`src/hw/rtl/linear_key_value_table_top_assert.svh`:
```
// assertion macros for the key-value table
`ifndef LINEAR_KEY_VALUE_TABLE_TOP_ASSERT_SVH
`define LINEAR_KEY_VALUE_TABLE_TOP_ASSERT_SVH

// same-cycle implication, checked outside reset
`define LKVT_ASSERT_NOW(lbl, clk, rst, ante, cons, msg) \
  lbl: assert property (@(posedge clk) disable iff (rst) (ante) |-> (cons)) else $error(msg);

// next-cycle implication, checked outside reset
`define LKVT_ASSERT_NEXT(lbl, clk, rst, ante, cons, msg) \
  lbl: assert property (@(posedge clk) disable iff (rst) (ante) |=> (cons)) else $error(msg);

`endif

```
`src/hw/rtl/lkvt_pkg.sv`:
```
`timescale 1ns / 1ps
`default_nettype none

package lkvt_pkg;

  localparam int DEPTH = 16;
  localparam int IDX_W = $clog2(DEPTH);
  localparam int CNT_W = $clog2(DEPTH + 1);
  localparam int KEY_W = 32;
  localparam int VAL_W = 32;
  localparam int CAP_W = 5;
  localparam logic [CAP_W-1:0] CAP_RESET = CAP_W'(16);

  typedef enum logic [1:0] {
    KIND_GET    = 2'd0,
    KIND_SET    = 2'd1,
    KIND_REMOVE = 2'd2,
    KIND_CLEAR  = 2'd3
  } kind_t;

  typedef enum logic [1:0] {
    ST_OK        = 2'd0,
    ST_NOT_FOUND = 2'd1,
    ST_FULL      = 2'd2
  } status_t;

  typedef struct packed {
    logic    load;
    logic    scan_step;
    logic    wr_hit;
    logic    append;
    logic    rd_last;
    logic    move_last;
    logic    clr;
    logic    post;
    logic    post_rd;
    status_t post_status;
  } dp_cmd_t;

  typedef struct packed {
    kind_t kind;
    logic  hit;
    logic  more;
    logic  room;
    logic  out_free;
  } dp_stat_t;

endpackage

`default_nettype wire

```
`src/hw/rtl/lkvt_req_if.sv`:
```
`timescale 1ns / 1ps
`default_nettype none

interface lkvt_req_if;
  logic                     valid;
  logic                     ready;
  logic [1:0]               kind;
  logic [lkvt_pkg::KEY_W-1:0] key;
  logic [lkvt_pkg::VAL_W-1:0] value;

  modport source (output valid, output kind, output key, output value, input ready);
  modport sink (input valid, input kind, input key, input value, output ready);
endinterface

`default_nettype wire

```
`src/hw/rtl/lkvt_rsp_if.sv`:
```
`timescale 1ns / 1ps
`default_nettype none

interface lkvt_rsp_if;
  logic                       valid;
  logic                       ready;
  logic [1:0]                 status;
  logic [lkvt_pkg::VAL_W-1:0] read_value;
  logic [lkvt_pkg::CNT_W-1:0] entry_count;

  modport source (output valid, output status, output read_value, output entry_count,
                  input ready);
  modport sink (input valid, input status, input read_value, input entry_count,
                output ready);
endinterface

`default_nettype wire

```
`src/hw/rtl/lkvt_ctrl.sv`:
```
`timescale 1ns / 1ps
`default_nettype none

module lkvt_ctrl (
  input  wire logic               clk,
  input  wire logic               rst,
  input  wire logic               valid,
  output logic                    ready,
  input  wire lkvt_pkg::dp_stat_t stat,
  output lkvt_pkg::dp_cmd_t       cmd
);

  typedef enum logic [2:0] {
    S_IDLE,
    S_SCAN,
    S_RM_RD,
    S_RM_WR,
    S_POST
  } state_t;

  state_t            state;
  lkvt_pkg::status_t res_status;
  logic              res_rd;

  always_ff @(posedge clk) begin
    if (rst) begin
      state      <= S_IDLE;
      ready      <= 1'b1;
      res_status <= lkvt_pkg::ST_OK;
      res_rd     <= 1'b0;
    end else begin
      unique case (state)
        S_IDLE: begin
          if (valid) begin
            state  <= S_SCAN;
            ready  <= 1'b0;
            res_rd <= 1'b0;
          end
        end
        S_SCAN: begin
          priority if (stat.kind == lkvt_pkg::KIND_CLEAR) begin
            res_status <= lkvt_pkg::ST_OK;
            state      <= S_POST;
          end else if (stat.hit) begin
            res_status <= lkvt_pkg::ST_OK;
            res_rd     <= (stat.kind == lkvt_pkg::KIND_GET);
            state      <= (stat.kind == lkvt_pkg::KIND_REMOVE) ? S_RM_RD : S_POST;
          end else if (stat.more) begin
            state <= S_SCAN;
          end else begin
            // scan ran out without a match
            priority if (stat.kind != lkvt_pkg::KIND_SET) begin
              res_status <= lkvt_pkg::ST_NOT_FOUND;
            end else if (stat.room) begin
              res_status <= lkvt_pkg::ST_OK;
            end else begin
              res_status <= lkvt_pkg::ST_FULL;
            end
            state <= S_POST;
          end
        end
        S_RM_RD: state <= S_RM_WR;
        S_RM_WR: state <= S_POST;
        S_POST: begin
          if (stat.out_free) begin
            state <= S_IDLE;
            ready <= 1'b1;
          end
        end
        default: state <= S_IDLE;
      endcase
    end
  end

  always_comb begin
    cmd             = '0;
    cmd.post_status = res_status;
    cmd.post_rd     = res_rd;
    unique case (state)
      S_IDLE: cmd.load = valid;
      S_SCAN: begin
        priority if (stat.kind == lkvt_pkg::KIND_CLEAR) begin
          cmd.clr = 1'b1;
        end else if (stat.hit) begin
          cmd.wr_hit = (stat.kind == lkvt_pkg::KIND_SET);
        end else if (stat.more) begin
          cmd.scan_step = 1'b1;
        end else begin
          cmd.append = (stat.kind == lkvt_pkg::KIND_SET) && stat.room;
        end
      end
      S_RM_RD: cmd.rd_last = 1'b1;
      S_RM_WR: cmd.move_last = 1'b1;
      S_POST:  cmd.post = stat.out_free;
      default: cmd.load = 1'b0;
    endcase
  end

endmodule

`default_nettype wire

```
`src/hw/rtl/lkvt_dpath.sv`:
```
`timescale 1ns / 1ps
`default_nettype none

module lkvt_dpath (
  input  wire logic                         clk,
  input  wire logic                         rst,
  input  wire lkvt_pkg::dp_cmd_t            cmd,
  output lkvt_pkg::dp_stat_t                stat,
  input  wire logic [1:0]                   in_kind,
  input  wire logic [lkvt_pkg::KEY_W-1:0]   in_key,
  input  wire logic [lkvt_pkg::VAL_W-1:0]   in_value,
  input  wire logic                         cfg_we,
  input  wire logic [lkvt_pkg::CAP_W-1:0]   cfg_wdata,
  output logic                              out_valid,
  input  wire logic                         out_ready,
  output logic [1:0]                        out_status,
  output logic [lkvt_pkg::VAL_W-1:0]        out_read_value,
  output logic [lkvt_pkg::CNT_W-1:0]        out_entry_count
);

  logic [lkvt_pkg::KEY_W-1:0] key_mem [lkvt_pkg::DEPTH];
  logic [lkvt_pkg::VAL_W-1:0] val_mem [lkvt_pkg::DEPTH];

  lkvt_pkg::kind_t            req_kind;
  logic [lkvt_pkg::KEY_W-1:0] req_key;
  logic [lkvt_pkg::VAL_W-1:0] req_value;

  logic [lkvt_pkg::CNT_W-1:0] count;
  logic [lkvt_pkg::CAP_W-1:0] cap;
  logic [lkvt_pkg::CNT_W-1:0] scan_idx;
  logic [lkvt_pkg::IDX_W-1:0] chk_idx;
  logic                       chk_vld;
  logic [lkvt_pkg::KEY_W-1:0] rd_key;
  logic [lkvt_pkg::VAL_W-1:0] rd_val;

  logic                       rd_en;
  logic [lkvt_pkg::IDX_W-1:0] rd_addr;
  logic [lkvt_pkg::CNT_W-1:0] last_idx;
  logic                       wr_key_en;
  logic                       wr_val_en;
  logic [lkvt_pkg::IDX_W-1:0] wr_addr;
  logic [lkvt_pkg::KEY_W-1:0] wr_key;
  logic [lkvt_pkg::VAL_W-1:0] wr_val;

  assign last_idx = count - lkvt_pkg::CNT_W'(1);
  assign rd_en    = cmd.scan_step | cmd.rd_last;
  assign rd_addr  = cmd.rd_last ? last_idx[lkvt_pkg::IDX_W-1:0]
                                : scan_idx[lkvt_pkg::IDX_W-1:0];

  always_comb begin
    wr_key_en = cmd.append | cmd.move_last;
    wr_val_en = cmd.append | cmd.move_last | cmd.wr_hit;
    wr_addr   = cmd.append ? count[lkvt_pkg::IDX_W-1:0] : chk_idx;
    wr_key    = cmd.move_last ? rd_key : req_key;
    wr_val    = cmd.move_last ? rd_val : req_value;
  end

  always_comb begin
    stat.kind     = req_kind;
    stat.hit      = chk_vld && (rd_key == req_key);
    stat.more     = (scan_idx < count);
    // capacity above the depth saturates at the depth
    stat.room     = (lkvt_pkg::CAP_W'(count) < cap) &&
                    (count < lkvt_pkg::CNT_W'(lkvt_pkg::DEPTH));
    stat.out_free = !out_valid || out_ready;
  end

  always_ff @(posedge clk) begin
    if (wr_key_en) begin
      key_mem[wr_addr] <= wr_key;
    end
    if (wr_val_en) begin
      val_mem[wr_addr] <= wr_val;
    end
    if (rd_en) begin
      rd_key <= key_mem[rd_addr];
      rd_val <= val_mem[rd_addr];
    end
  end

  always_ff @(posedge clk) begin
    if (cmd.load) begin
      req_kind  <= lkvt_pkg::kind_t'(in_kind);
      req_key   <= in_key;
      req_value <= in_value;
    end
    if (cmd.scan_step) begin
      chk_idx <= scan_idx[lkvt_pkg::IDX_W-1:0];
    end
    if (cmd.post) begin
      out_status      <= cmd.post_status;
      out_read_value  <= cmd.post_rd ? rd_val : '0;
      out_entry_count <= count;
    end
  end

  always_ff @(posedge clk) begin
    if (rst) begin
      count     <= '0;
      cap       <= lkvt_pkg::CAP_RESET;
      scan_idx  <= '0;
      chk_vld   <= 1'b0;
      out_valid <= 1'b0;
    end else begin
      if (cfg_we) begin
        cap <= cfg_wdata;
      end
      if (cmd.load) begin
        scan_idx <= '0;
        chk_vld  <= 1'b0;
      end else if (cmd.scan_step) begin
        scan_idx <= scan_idx + lkvt_pkg::CNT_W'(1);
        chk_vld  <= 1'b1;
      end
      priority if (cmd.clr) begin
        count <= '0;
      end else if (cmd.append) begin
        count <= count + lkvt_pkg::CNT_W'(1);
      end else if (cmd.move_last) begin
        count <= last_idx;
      end
      if (cmd.post) begin
        out_valid <= 1'b1;
      end else if (out_ready) begin
        out_valid <= 1'b0;
      end
    end
  end

endmodule

`default_nettype wire

```
`src/hw/rtl/linear_key_value_table_top.sv`:
```
// channel  dir  handshake      payload
// req      in   valid/ready    kind, key, value
// rsp      out  valid/ready    status, read_value, entry_count
// cfg      in   cfg_we         cfg_wdata (capacity limit)
//
// one request at a time; the key store has a single read port and is scanned
// one slot per cycle; a remove that hits then reads the last entry and moves
// it into the hole of the removed one
// rst is synchronous and empties the table; the store itself is not cleared
// a new request is taken while the previous response still waits in rsp;
// the next response waits in the controller until rsp frees up
`timescale 1ns / 1ps
`default_nettype none

module linear_key_value_table_top (
  input  wire logic                       clk,
  input  wire logic                       rst,
  lkvt_req_if.sink                        req,
  lkvt_rsp_if.source                      rsp,
  input  wire logic                       cfg_we,
  input  wire logic [lkvt_pkg::CAP_W-1:0] cfg_wdata
);

  lkvt_pkg::dp_cmd_t  cmd;
  lkvt_pkg::dp_stat_t stat;

  lkvt_ctrl u_ctrl (
    .clk   (clk),
    .rst   (rst),
    .valid (req.valid),
    .ready (req.ready),
    .stat  (stat),
    .cmd   (cmd)
  );

  lkvt_dpath u_dpath (
    .clk             (clk),
    .rst             (rst),
    .cmd             (cmd),
    .stat            (stat),
    .in_kind         (req.kind),
    .in_key          (req.key),
    .in_value        (req.value),
    .cfg_we          (cfg_we),
    .cfg_wdata       (cfg_wdata),
    .out_valid       (rsp.valid),
    .out_ready       (rsp.ready),
    .out_status      (rsp.status),
    .out_read_value  (rsp.read_value),
    .out_entry_count (rsp.entry_count)
  );

`include "linear_key_value_table_top_assert.svh"

  // a response never overwrites one that has not been taken
  `LKVT_ASSERT_NOW(a_post_free, clk, rst, cmd.post, (!rsp.valid || rsp.ready), "response overrun")
  // the table never holds more entries than slots
  `LKVT_ASSERT_NOW(a_count_max, clk, rst, rsp.valid, (rsp.entry_count <= lkvt_pkg::CNT_W'(lkvt_pkg::DEPTH)), "entry count above depth")
  // an accepted request closes the input until its response is posted
  `LKVT_ASSERT_NEXT(a_one_req, clk, rst, (req.valid && req.ready), !req.ready, "second request taken")

endmodule

`default_nettype wire

```
`src/flat_wrapper.sv`:
```
// flat-port wrapper written by rule: the top's interface ports become plain ports
module linear_key_value_table_top_flat 
  (clk, rst, cfg_we, cfg_wdata, req_valid, req_kind, req_key, req_value, req_ready, rsp_valid, rsp_status, rsp_read_value, rsp_entry_count, rsp_ready);
  lkvt_req_if req_i ();
  lkvt_rsp_if rsp_i ();
  input  wire logic clk;
  input  wire logic rst;
  input  wire logic cfg_we;
  input  wire logic [lkvt_pkg::CAP_W-1:0] cfg_wdata;
  input wire logic [$bits(req_i.valid)-1:0] req_valid;
  input wire logic [$bits(req_i.kind)-1:0] req_kind;
  input wire logic [$bits(req_i.key)-1:0] req_key;
  input wire logic [$bits(req_i.value)-1:0] req_value;
  output wire logic [$bits(req_i.ready)-1:0] req_ready;
  output wire logic [$bits(rsp_i.valid)-1:0] rsp_valid;
  output wire logic [$bits(rsp_i.status)-1:0] rsp_status;
  output wire logic [$bits(rsp_i.read_value)-1:0] rsp_read_value;
  output wire logic [$bits(rsp_i.entry_count)-1:0] rsp_entry_count;
  input wire logic [$bits(rsp_i.ready)-1:0] rsp_ready;
  assign req_i.valid = req_valid;
  assign req_i.kind = req_kind;
  assign req_i.key = req_key;
  assign req_i.value = req_value;
  assign req_ready = req_i.ready;
  assign rsp_valid = rsp_i.valid;
  assign rsp_status = rsp_i.status;
  assign rsp_read_value = rsp_i.read_value;
  assign rsp_entry_count = rsp_i.entry_count;
  assign rsp_i.ready = rsp_ready;
  linear_key_value_table_top u_core (.clk(clk), .rst(rst), .req(req_i), .rsp(rsp_i), .cfg_we(cfg_we), .cfg_wdata(cfg_wdata));
endmodule
```
`config.mk`:
```
export PLATFORM = sky130hd
export DESIGN_NAME = linear_key_value_table_top_flat
export DESIGN_NICKNAME = d
export VERILOG_FILES = /design/src/hw/rtl/lkvt_pkg.sv /design/src/hw/rtl/lkvt_req_if.sv /design/src/hw/rtl/lkvt_rsp_if.sv /design/src/hw/rtl/lkvt_ctrl.sv /design/src/hw/rtl/lkvt_dpath.sv /design/src/hw/rtl/linear_key_value_table_top.sv /design/src/flat_wrapper.sv
export VERILOG_INCLUDE_DIRS = /design/src /design/src/hw/rtl
export SDC_FILE = /design/constraint.sdc
export NUM_CORES = 2
export LEC_CHECK = 0
export BUFFER_PORTS_ARGS = -buffer_cell sky130_fd_sc_hd__buf_2
export CAP_MARGIN = 10
export CORE_ASPECT_RATIO = 1.4
export CORE_UTILIZATION = 31
export CTS_CLUSTER_SIZE = 28
export DETAILED_ROUTE_END_ITERATION = 6
export PLACE_DENSITY = 0.48
export SLEW_MARGIN = 20
export SYNTH_ARGS = -nofsm -noshare
export SYNTH_HDL_FRONTEND = slang
export SYNTH_HIERARCHICAL = 1
export SYNTH_SLANG_ARGS = --single-unit
```
`constraint.sdc`:
```
create_clock -name clk -period 9.45 [get_ports clk]
set_clock_uncertainty 0.05 [all_clocks]
set_input_delay 1.89 -clock clk [delete_from_list [all_inputs] [get_ports clk]]
set_output_delay 1.89 -clock clk [all_outputs]
set_load 0.005 [all_outputs]
```
==> results.toml <==
[yosys]
yosys.area.top_type = "edfxtp_1"
syn_nets = 2200
syn_inst = 2113
async_reset_ff_share_pct = 0
ys_top_cells_by_area = "edfxtp_1, mux4_2, a22oi_1"
yosysWarnings = 6
yosysSeqAreaShare_pct = 78.5
synth-seq-cells = 1221
avgSynthCellArea_sq_um = 22.0
yosysTopAreaCellShare_pct = 77.4
synth-edff-count = 1197
synth_area_sq_um = 46400
yosysUniqueCellTypes = 53
synth_ff_type = "edfxtp_1"

[detailed_routing]
drtIter0Drc = 1852
drcViolationCount = 12
ant_nets = 0
wl_per_cell_um = 26.0
drt-total-wl_um = 113000
drtPass1Iterations = 7
vias = 21500
via_per_inst = 4.94

[sta]
tightest_slew_ns = 1.12
setup_violations = 0
relSlewSlack_pct = 25.4
fin_crit_sh_pct = 52.8
slew_viol_final = 0
rsz0062_at_grt = "false"
setup-tns-final_ns = 0
period_needed_ns = 4.99
fmax_mhz = 201
hold_viol_final = 0
setup_slack_ns = 4.46

[critical_path]
worstSetupPathType = "flip-flop to flip-flop"
critPathMaxFanout = 26
cp.arrival_ns = 5.32
cp.required_ns = 9.78
endpoint_kind = "flip-flop"
startpoint_type = "flip-flop"

[outcome]
outcome = "complete, but fails checks"
violations = "design-rule violations"

[floorplanning]
num_rows = 167
core_sq_um = 148000
initial_core_util_pct = 31.3
die-area_sq_um = 151000
die_w_um = 329
ios = 117
dieHeight_um = 460

[cells_and_area]
area_delta_synth_final_pct = 16.3
regArea_sq_um = 36400
drive_gt1_share_pct = 30.2
nets = 2405
fillers = 13600
multi_input_area_sq_um = 9770
diodes = 0

[clocking]
clk_pin_slew_ns = 0.06
cts_buffers = 133
clock_latency_ns = 0.75
cts-htree-levels = 4
cts-root-buf = "clkbuf_16"
cts_buffer_depth = 3
post_cts.repair.setup_buffers = 0
cts_sinks = 1221
post_cts_resized = 0
postCtsHoldBufs = 0
cts_tree = "done"

[grt]
grt_max_degree = 161
grt_pass1_wl_um = 163000
antenna_found_initial = 11
grt_usage_pct = 15.1
grt_pass1_vias = 23300
grt_overflow = 0

[power]
peakVddDrop_mv = 0.132
power.density_nw_per_um2 = 209
leakagePower_nw = 17.0
total_power_mw = 11.3

[place]
pre_cts_slack_ns = 4.24
port_buffers = 116
post-dp-hpwl_um = 57700
globalplace.congestion = 0.731

[hold_path]
hold_class = "flip-flop to flip-flop"

[run]
cap_violations = 0
[area by class of cell]
type | count | area share [%]
Sequential cell | 1221 | 67.5
Clock buffer | 155 | 6.44
Multi-Input combinational cell | 771 | 18.1
Inverter | 15 | 0.104
Clock inverter | 82 | 1.37
Tap cell | 1943 | 4.50
Timing Repair Buffer | 176 | 1.99
[worst max-delay path, cell delays in order (launching register included)]
cell	delay [ns]
edfxtp_1	0.39
xnor2_1	0.18
nand4_1	0.23
nor4_1	0.55
nand4_1	0.27
nor4_4	0.76
nor2_1	0.15
nor4b_2	0.19
buf_4	0.21
nand2b_1	0.20
nor2_1	0.18
a21oi_1	0.26
nor2_4	0.36
buf_4	0.56
[per-stage QoR]
stage	std cells	hold slack (ns)	utilization [%]	area, sq um
floorplan	2113	0.351	-	46400
global placement	4125	0.385	33.5	49700
detailed placement	4125	0.390	33.5	49700
CTS	4362	0.399	36.4	53900
global route	4363	0.413	36.4	54000
finish	4363	0.396	36.4	54000
[logic make-up (layout without fill, tap and decap cells)]
logic type	Yosys count	count (layout)	share of synthesized area (%)
DFF	1221	1221	78.5
muxes	328	328	14.2
and+or+nand+nor	224	224	2.35
AOI/OAI and AO/OA	167	167	2.69
buffers and inverters	121	428	1.26
xor gates and xnor gates	41	41	0.774
adders and majority gates	11	11	0.297
[metal layers]
layer | GRT usage (%) | vias to the layer above | part of all wire (%) | routed length (um)
met5 | 0 | - | 0.011 | 12
met4 | 4.72 | 2 | 2.4 | 2690
met3 | 2.53 | 167 | 4.0 | 4490
met2 | 26.8 | 509 | 53 | 59800
met1 | 18.5 | 11600 | 41 | 46200
li1 | - | 9250 | - | -
[cells in the mapped netlist, drive strengths merged, types with 2 or more instances]
library cell,instances
a21o,7
a21oi,7
a22oi,129
a31oi,7
and2,36
and3,3
buf,69
clkbuf,37
dfxtp,24
edfxtp,1197
ha,11
inv,15
mux2,65
mux2i,7
mux4,256
nand2,71
nand2b,6
nand3,2
nand4,10
nor2,60
nor2b,4
nor3,11
nor3b,4
nor4,3
nor4b,3
o21ai,5
o31ai,2
o41ai,2
or2,2
or4,3
xnor2,34
xor2,7
[worst paths after layout]
check	end	depth (start not counted)	slack, ns	start
worst max-delay path	u_core/u_dpath/key_mem[4][28]	13	4.46	u_core/u_dpath/req_key[30]
worst min-delay path	u_core/u_dpath/out_status[0]	0	0.40	u_core/u_ctrl/res_status[0]
worst max register to register	u_core/u_dpath/key_mem[4][28]	13	4.46	u_core/u_dpath/req_key[30]
worst min register to register	u_core/u_dpath/out_status[0]	0	0.40	u_core/u_ctrl/res_status[0]
[power breakdown]
part	internal (mW)	switching [mW]	leakage (nW)
combinational	0.0655	0.164	3.91
clock	2.94	2.09	2.06
sequential	6.02	0.0240	11.0
total	9.02	2.28	17.0
[state kept, by name, summed over array words and instances, names as in the netlist, 4 cells and up]
signal                          cells
u_core/u_dpath/count                5
u_core/u_dpath/rd_key              32
u_core/u_dpath/scan_idx             5
u_core/u_dpath/req_value           32
u_core/u_dpath/val_mem            512
u_core/u_dpath/out_read_value      32
u_core/u_dpath/key_mem            512
u_core/u_dpath/chk_idx              4
u_core/u_dpath/out_entry_count      5
u_core/u_dpath/cap                  5
u_core/u_dpath/rd_val              32
u_core/u_dpath/req_key             32
[placed cells by master (no fill, tap or decap), types with 4 or more instances in the layout]
cell,count
a21oi_1,6
edfxtp_1,1197
o21ai_0,4
mux2_2,64
mux4_2,256
nand2b_1,6
ha_1,11
clkbuf_16,136
and2_1,33
clkbuf_1,19
nor2_4,34
xor2_1,7
mux2i_1,7
nor3_1,11
bufinv_16,11
nand4_1,10
nor2b_1,4
clkinv_2,23
buf_2,116
clkinv_1,34
nor3b_1,4
buf_4,57
nand2_1,71
dfxtp_1,24
a22oi_1,129
a21o_1,7
nor2_1,26
inv_6,5
xnor2_1,34
inv_1,15
Power figures use the tool's default switching activity.
